--- config.mk ---
export PLATFORM = sky130hd
export DESIGN_NAME = rgb_to_hsv_convert
export DESIGN_NICKNAME = d
export VERILOG_FILES = /design/src/hw/rtl/rhc_pkg.sv /design/src/hw/rtl/rgb_to_hsv_convert.sv
export SDC_FILE = /design/constraint.sdc
export NUM_CORES = 2
export LEC_CHECK = 0
export BUFFER_PORTS_ARGS = -buffer_cell sky130_fd_sc_hd__buf_2
export CAP_MARGIN = 15
export CORE_MARGIN = 2
export CORE_UTILIZATION = 70
export CTS_BUF_LIST = sky130_fd_sc_hd__clkbuf_8
export DETAILED_ROUTE_END_ITERATION = 12
export PLACE_DENSITY = 0.87
export SETUP_SLACK_MARGIN = 0.02
export SLEW_MARGIN = 20
export SYNTH_ARGS = -nofsm -noshare
export SYNTH_HDL_FRONTEND = slang
export SYNTH_SLANG_ARGS = --single-unit
--- constraint.sdc ---
create_clock -name clk -period 24.9 [get_ports clk]
set_input_delay 1.245 -clock clk [delete_from_list [all_inputs] [get_ports clk]]
set_output_delay 1.245 -clock clk [all_outputs]
set_load 0.02 [all_outputs]
--- src/hw/rtl/rhc_pkg.sv ---
package rhc_pkg;

  // Width of one color component and of the hue and saturation fractions.
  localparam int COMPONENT_BITS = 8;
  localparam int FRACTION_BITS  = 16;

  typedef struct packed {
    logic [COMPONENT_BITS-1:0] red;
    logic [COMPONENT_BITS-1:0] green;
    logic [COMPONENT_BITS-1:0] blue;
  } pixel_t;

  typedef struct packed {
    logic [FRACTION_BITS-1:0]  hue;
    logic [FRACTION_BITS-1:0]  saturation;
    logic [COMPONENT_BITS-1:0] brightness;
    logic                      hue_undefined;
  } hsv_t;

endpackage

--- src/hw/rtl/rgb_to_hsv_convert.sv ---
// Throughput: one pixel per clock cycle while hsv_ready is high; each stage holds one pixel, and a stall
// anywhere downstream only holds the stages that are occupied.
// Reset (rst, synchronous, active high) clears the valid bit of every stage; the
// data registers are not reset.
module rgb_to_hsv_convert
  import rhc_pkg::*;
(
  input  logic   clk,
  input  logic   rst,
  input  logic   pixel_valid,
  output logic   pixel_ready,
  input  pixel_t pixel,
  output logic   hsv_valid,
  input  logic   hsv_ready,
  output hsv_t   hsv
);

  localparam int C = COMPONENT_BITS;
  localparam int F = FRACTION_BITS;
  // Six times delta is below 6 * 2^C, so three extra bits hold it.
  localparam int SB = C + 3;
  // One preprocessing stage, then one stage per quotient bit. Saturation needs
  // F + 1 quotient bits because the quotient can reach exactly one full unit.
  localparam int STAGES = F + 2;

  // Everything one pixel carries through the pipeline. Both divisions run in
  // lockstep, so a single record per stage is enough.
  typedef struct packed {
    logic [C-1:0]  brightness;
    logic          undef;
    logic [C-1:0]  sat_rem;
    logic [F:0]    sat_quo;
    logic [C-1:0]  div_max;
    logic [SB-1:0] hue_rem;
    logic [F-1:0]  hue_quo;
    logic [SB-1:0] six;
  } stage_t;

  stage_t st [STAGES];
  logic [STAGES-1:0] vld;
  // adv[k] is high when stage k may load this cycle: it is empty, or the stage
  // after it moves on as well. The last entry is the consumer's ready.
  logic [STAGES:0] adv;

  assign adv[STAGES] = hsv_ready;

  genvar k;
  generate
    for (k = 0; k < STAGES; k++) begin : g_adv
      assign adv[k] = !vld[k] || adv[k+1];
    end
  endgenerate

  assign pixel_ready = adv[0];

  // ---------------------------------------------------------------------------
  // Stage 0: find max and min, delta, six times delta, and the hue numerator
  // already reduced into the range [0, 6 * delta).
  // ---------------------------------------------------------------------------
  logic [C-1:0]  mx, mn, delta, delta_nz;
  logic [SB-1:0] dnz_w, six_w, r_w, g_w, b_w, x_w;
  stage_t        pre;

  always_comb begin
    mx = pixel.red;
    mn = pixel.red;
    if (pixel.green > mx) mx = pixel.green;
    if (pixel.blue > mx) mx = pixel.blue;
    if (pixel.green < mn) mn = pixel.green;
    if (pixel.blue < mn) mn = pixel.blue;

    delta = mx - mn;
    // A gray pixel divides by one instead of zero; its hue numerator is zero.
    delta_nz = (delta == '0) ? C'(1) : delta;

    dnz_w = SB'(delta_nz);
    six_w = (dnz_w << 2) + (dnz_w << 1);
    r_w   = SB'(pixel.red);
    g_w   = SB'(pixel.green);
    b_w   = SB'(pixel.blue);

    // Red wins ties, then green. Only the red sector can fall below zero, and
    // then one turn of six times delta brings it back into range. The other
    // sectors stay within [delta, 5 * delta], so modular arithmetic is exact.
    priority if (pixel.red == mx) begin
      if (pixel.green >= pixel.blue) begin
        x_w = g_w - b_w;
      end else begin
        x_w = six_w - (b_w - g_w);
      end
    end else if (pixel.green == mx) begin
      x_w = (dnz_w << 1) + b_w - r_w;
    end else begin
      x_w = (dnz_w << 2) + r_w - g_w;
    end

    pre.brightness = mx;
    pre.undef      = (mx == '0);
    pre.sat_rem    = delta;
    pre.sat_quo    = '0;
    pre.div_max    = mx;
    pre.hue_rem    = x_w;
    pre.hue_quo    = '0;
    pre.six        = six_w;
  end

  always_ff @(posedge clk) begin
    if (rst) begin
      vld[0] <= 1'b0;
    end else if (adv[0]) begin
      vld[0] <= pixel_valid;
    end
  end

  always_ff @(posedge clk) begin
    if (adv[0]) begin
      st[0] <= pre;
    end
  end

  // ---------------------------------------------------------------------------
  // Stages 1 to F + 1: restoring division, one quotient bit per stage.
  // Saturation divides delta by max; its first stage only compares, since
  // delta never exceeds max. Hue divides x by six times delta and starts one
  // stage later, as x is always below the divisor.
  // ---------------------------------------------------------------------------
  generate
    for (k = 1; k < STAGES; k++) begin : g_div
      localparam int BIT = F + 1 - k;
      localparam bit FIRST = (k == 1);
      // The hue quotient has no bit in the first stage; keep the index in range.
      localparam int HBIT = FIRST ? 0 : BIT;

      stage_t        cur, nxt;
      logic [C:0]    sat_trial;
      logic [SB:0]   hue_trial;

      assign cur = st[k-1];

      always_comb begin
        nxt = cur;

        sat_trial = FIRST ? {1'b0, cur.sat_rem} : {cur.sat_rem, 1'b0};
        if (sat_trial >= {1'b0, cur.div_max}) begin
          nxt.sat_quo[BIT] = 1'b1;
          nxt.sat_rem      = C'(sat_trial - {1'b0, cur.div_max});
        end else begin
          nxt.sat_rem      = C'(sat_trial);
        end

        hue_trial = {cur.hue_rem, 1'b0};
        if (!FIRST) begin
          if (hue_trial >= {1'b0, cur.six}) begin
            nxt.hue_quo[HBIT] = 1'b1;
            nxt.hue_rem       = SB'(hue_trial - {1'b0, cur.six});
          end else begin
            nxt.hue_rem       = SB'(hue_trial);
          end
        end
      end

      always_ff @(posedge clk) begin
        if (rst) begin
          vld[k] <= 1'b0;
        end else if (adv[k]) begin
          vld[k] <= vld[k-1];
        end
      end

      always_ff @(posedge clk) begin
        if (adv[k]) begin
          st[k] <= nxt;
        end
      end
    end
  endgenerate

  // ---------------------------------------------------------------------------
  // Result. A pure color gives a saturation quotient of exactly one unit,
  // which clips to the largest code. A black pixel reports zero saturation and
  // zero hue with the undefined flag set.
  // ---------------------------------------------------------------------------
  stage_t last;
  assign last = st[STAGES-1];

  assign hsv_valid = vld[STAGES-1];

  always_comb begin
    hsv.brightness    = last.brightness;
    hsv.hue_undefined = last.undef;
    if (last.undef) begin
      hsv.hue        = '0;
      hsv.saturation = '0;
    end else begin
      hsv.hue        = last.hue_quo;
      hsv.saturation = last.sat_quo[F] ? '1 : last.sat_quo[F-1:0];
    end
  end

endmodule
==> flow_summary.json <==
{
  "outcome": "complete, no violations",
  "maxCapViolCount": 0,
  "r2r_end": "st[0][78]",
  "ctsHoldBuffers": 0,
  "hpwl_um": 71000,
  "ant_nets": 0,
  "cts_buffer_depth": 3,
  "worstHoldEndpoint": "st[8][25]",
  "placedCellCount": 4802,
  "final.setup.tns_ns": 0,
  "mostFrequentLayoutCell": "edfxtp_1",
  "grt_pass1_vias": 31197,
  "cts_tree": "yes",
  "yosys.area.top_type": "edfxtp_1",
  "report.final.slew_viol_count": 0,
  "hold_violations": 0,
  "fin_cells": 5066,
  "postSynth.asyncResetShare": 0,
  "avgSynthCellArea_um2": 12.2,
  "via_count": 29673,
  "arrival_ns": 11.84,
  "synth_edf_count": 929,
  "multi_input_area_um2": 17000,
  "placed_cell_area_um2": 48900,
  "top_level_ports": 71,
  "die_x_um": 265,
  "drive_above_1_share": 0.0773,
  "fmax_ghz": 0.0884,
  "worst_pin_slew_ns": 1.21,
  "fill_cells": 3896,
  "start_util": 0.708,
  "placement.io_buffers": 70,
  "yosys_warnings": 0,
  "syn_to_final_growth_pct": 8.25,
  "wl_per_cell_um": 19.0,
  "track_usage": 0.280,
  "grt_max_degree": 69,
  "numCtsBuffers": 146,
  "finalCritPeriodShare": 0.454,
  "hold_path_class": "reg2reg",
  "rsz0062_at_grt": "no",
  "whs_ns": 0.398,
  "layout_common_cells": "edfxtp_1, inv_1, ha_1",
  "cts-root-buf": "clkbuf_8",
  "drc": 0,
  "grt-ovfl-total": 0,
  "max-slew-margin-rel": 0.184,
  "gp_congestion": 0.938,
  "vias_per_cell": 5.86,
  "fin_nets": 4538,
  "cp.required_ns": 25.43,
  "worst-setup-path-type": "in2reg",
  "yosysUniqueCellTypes": 77,
  "ys.flop_type": "edfxtp_1",
  "die_h_um": 265,
  "core_area_um2": 67300,
  "hp-start": "st[7][25]",
  "antenna_found_initial": 1,
  "path_clk_slew_ns": 0.06,
  "crit_path_max_fanout": 14,
  "first_pass_iters": 6,
  "ys_seq_area_frac": 0.593,
  "grt_pass1_wl_um": 155000,
  "drt_iter0_drc": 2172,
  "ctsResizeCount": 0,
  "critPathMaxStageDelay_ns": 1.09,
  "cts_htree_levels": 4,
  "drt-total-wl_um": 96400,
  "synth_top_area_frac": 0.586,
  "setup_viol": 0,
  "synth_cells": 3914,
  "synth.area.top_cells": "edfxtp_1, ha_1, inv_1",
  "reg2regPathDepth": 14,
  "layout_min_cycle_time_ns": 11.31,
  "cp-end-kind": "flip-flop",
  "clkLatencyLatePin_ns": 0.79,
  "regToRegStartpoint": "hsv_valid",
  "rows": 95,
  "final_cell_area_um2": 51500,
  "post_cts_buffers": 0,
  "min_delay_path_depth": 0,
  "synth_area_um2": 47600,
  "clock-sinks": 947,
  "fp.dieArea_um2": 70100,
  "regArea_um2": 28300,
  "crit_top_cell": "a21oi_1",
  "cp-start-kind": "primary input",
  "ys_ff_latch": 947,
  "fin_skew_ns": 0.0348,
  "synth_nets": 4375,
  "reg2reg_slack_ns": 19.91,
  "cp_slowest_cell": "o41ai_2"
}
==> how the worst max path moves through the flow <==
stage / from / end / cells past startpoint
after floorplan: pixel[9] / st[0][37] / 46
after global placement: pixel[9] / st[0][37] / 45
after detailed placement: pixel[9] / st[0][37] / 46
after CTS: pixel[9] / st[0][37] / 45
final: pixel[9] / st[0][37] / 45
after global routing: pixel[9] / st[0][37] / 46
==> final cells by class <==
type                       count  area share
clock buffer                 147      0.0393
clock inverter               116      0.0110
inverter                     573      0.0418
antenna                        1   0.0000485
tap                          873      0.0212
multi-input combinational   2323       0.329
timing repair buffer          86     0.00913
sequential                   947       0.548
==> state kept, by name (all words and copies together) (netlist names) <==
signal     flops
hsv_valid      1
st           929
vld           17
==> layer usage <==
layer / share of wire / global-route usage
met4: 0.050 / 0.147
met5: 0 / 0
met3: 0.048 / 0.0474
met1: 0.37 / 0.305
met2: 0.53 / 0.519
==> kinds of logic after synthesis <==
| group | synth area share |
|---|---|
| flip-flops | 0.593 |
| AND/OR/NAND/NOR | 0.0858 |
| AO/OA/AOI/OAI | 0.104 |
| buffers and inverters | 0.0516 |
| adder cells (fa/ha/maj) | 0.122 |
| XOR/XNOR | 0.0351 |
| multiplexers | 0.00765 |
==> synth_stat cells, types with 3 or more instances <==
library cell  count
buf_4             9
o211ai_1          4
o21a_1            9
a211o_1           4
a211oi_1         13
edfxtp_1        929
mux2_2           25
a21oi_1         214
o21ai_0         297
o31ai_1          54
a31oi_1           4
dfxtp_1          18
a221oi_1         18
nand3_1          36
ha_1            382
nor3_1           17
fa_1             51
a21boi_0         23
a311oi_1          3
o21bai_1         19
a21o_1           92
nand2_1         263
inv_1           572
nor2b_1          86
and2_1           45
nand4_1          48
mux2i_1           6
xor2_1           74
or4_1            26
nor4_1            3
o22ai_1           3
o31a_1            5
xnor2_1         117
nor2_1          248
buf_2             4
nand2b_1         59
clkbuf_1         58
and3_1           11
o211a_1          17
==> metrics by stage <==
stage	utilization	setup slack, ns
2_1_floorplan	-	14.94
3_3_place_gp	0.727	13.32
5_1_grt	0.766	13.01
4_1_cts	0.766	13.81
3_5_place_dp	0.727	13.03
6_report	0.766	13.59
==> worst max-delay path, delay by kind of cell <==
| family | cells | cell delay [ns] |
|---|---|---|
| compound gates | 22 | 5.83 |
| buf+inv | 8 | 1.02 |
| simple gates | 7 | 1.05 |
| xor+xnor | 1 | 0.16 |
| fa+ha+maj | 6 | 2.22 |
| mux | 1 | 0.28 |
Power is left out: the tool's default activity adds up to more than one toggle a clock period on the data nets, which glitch-free logic cannot reach.
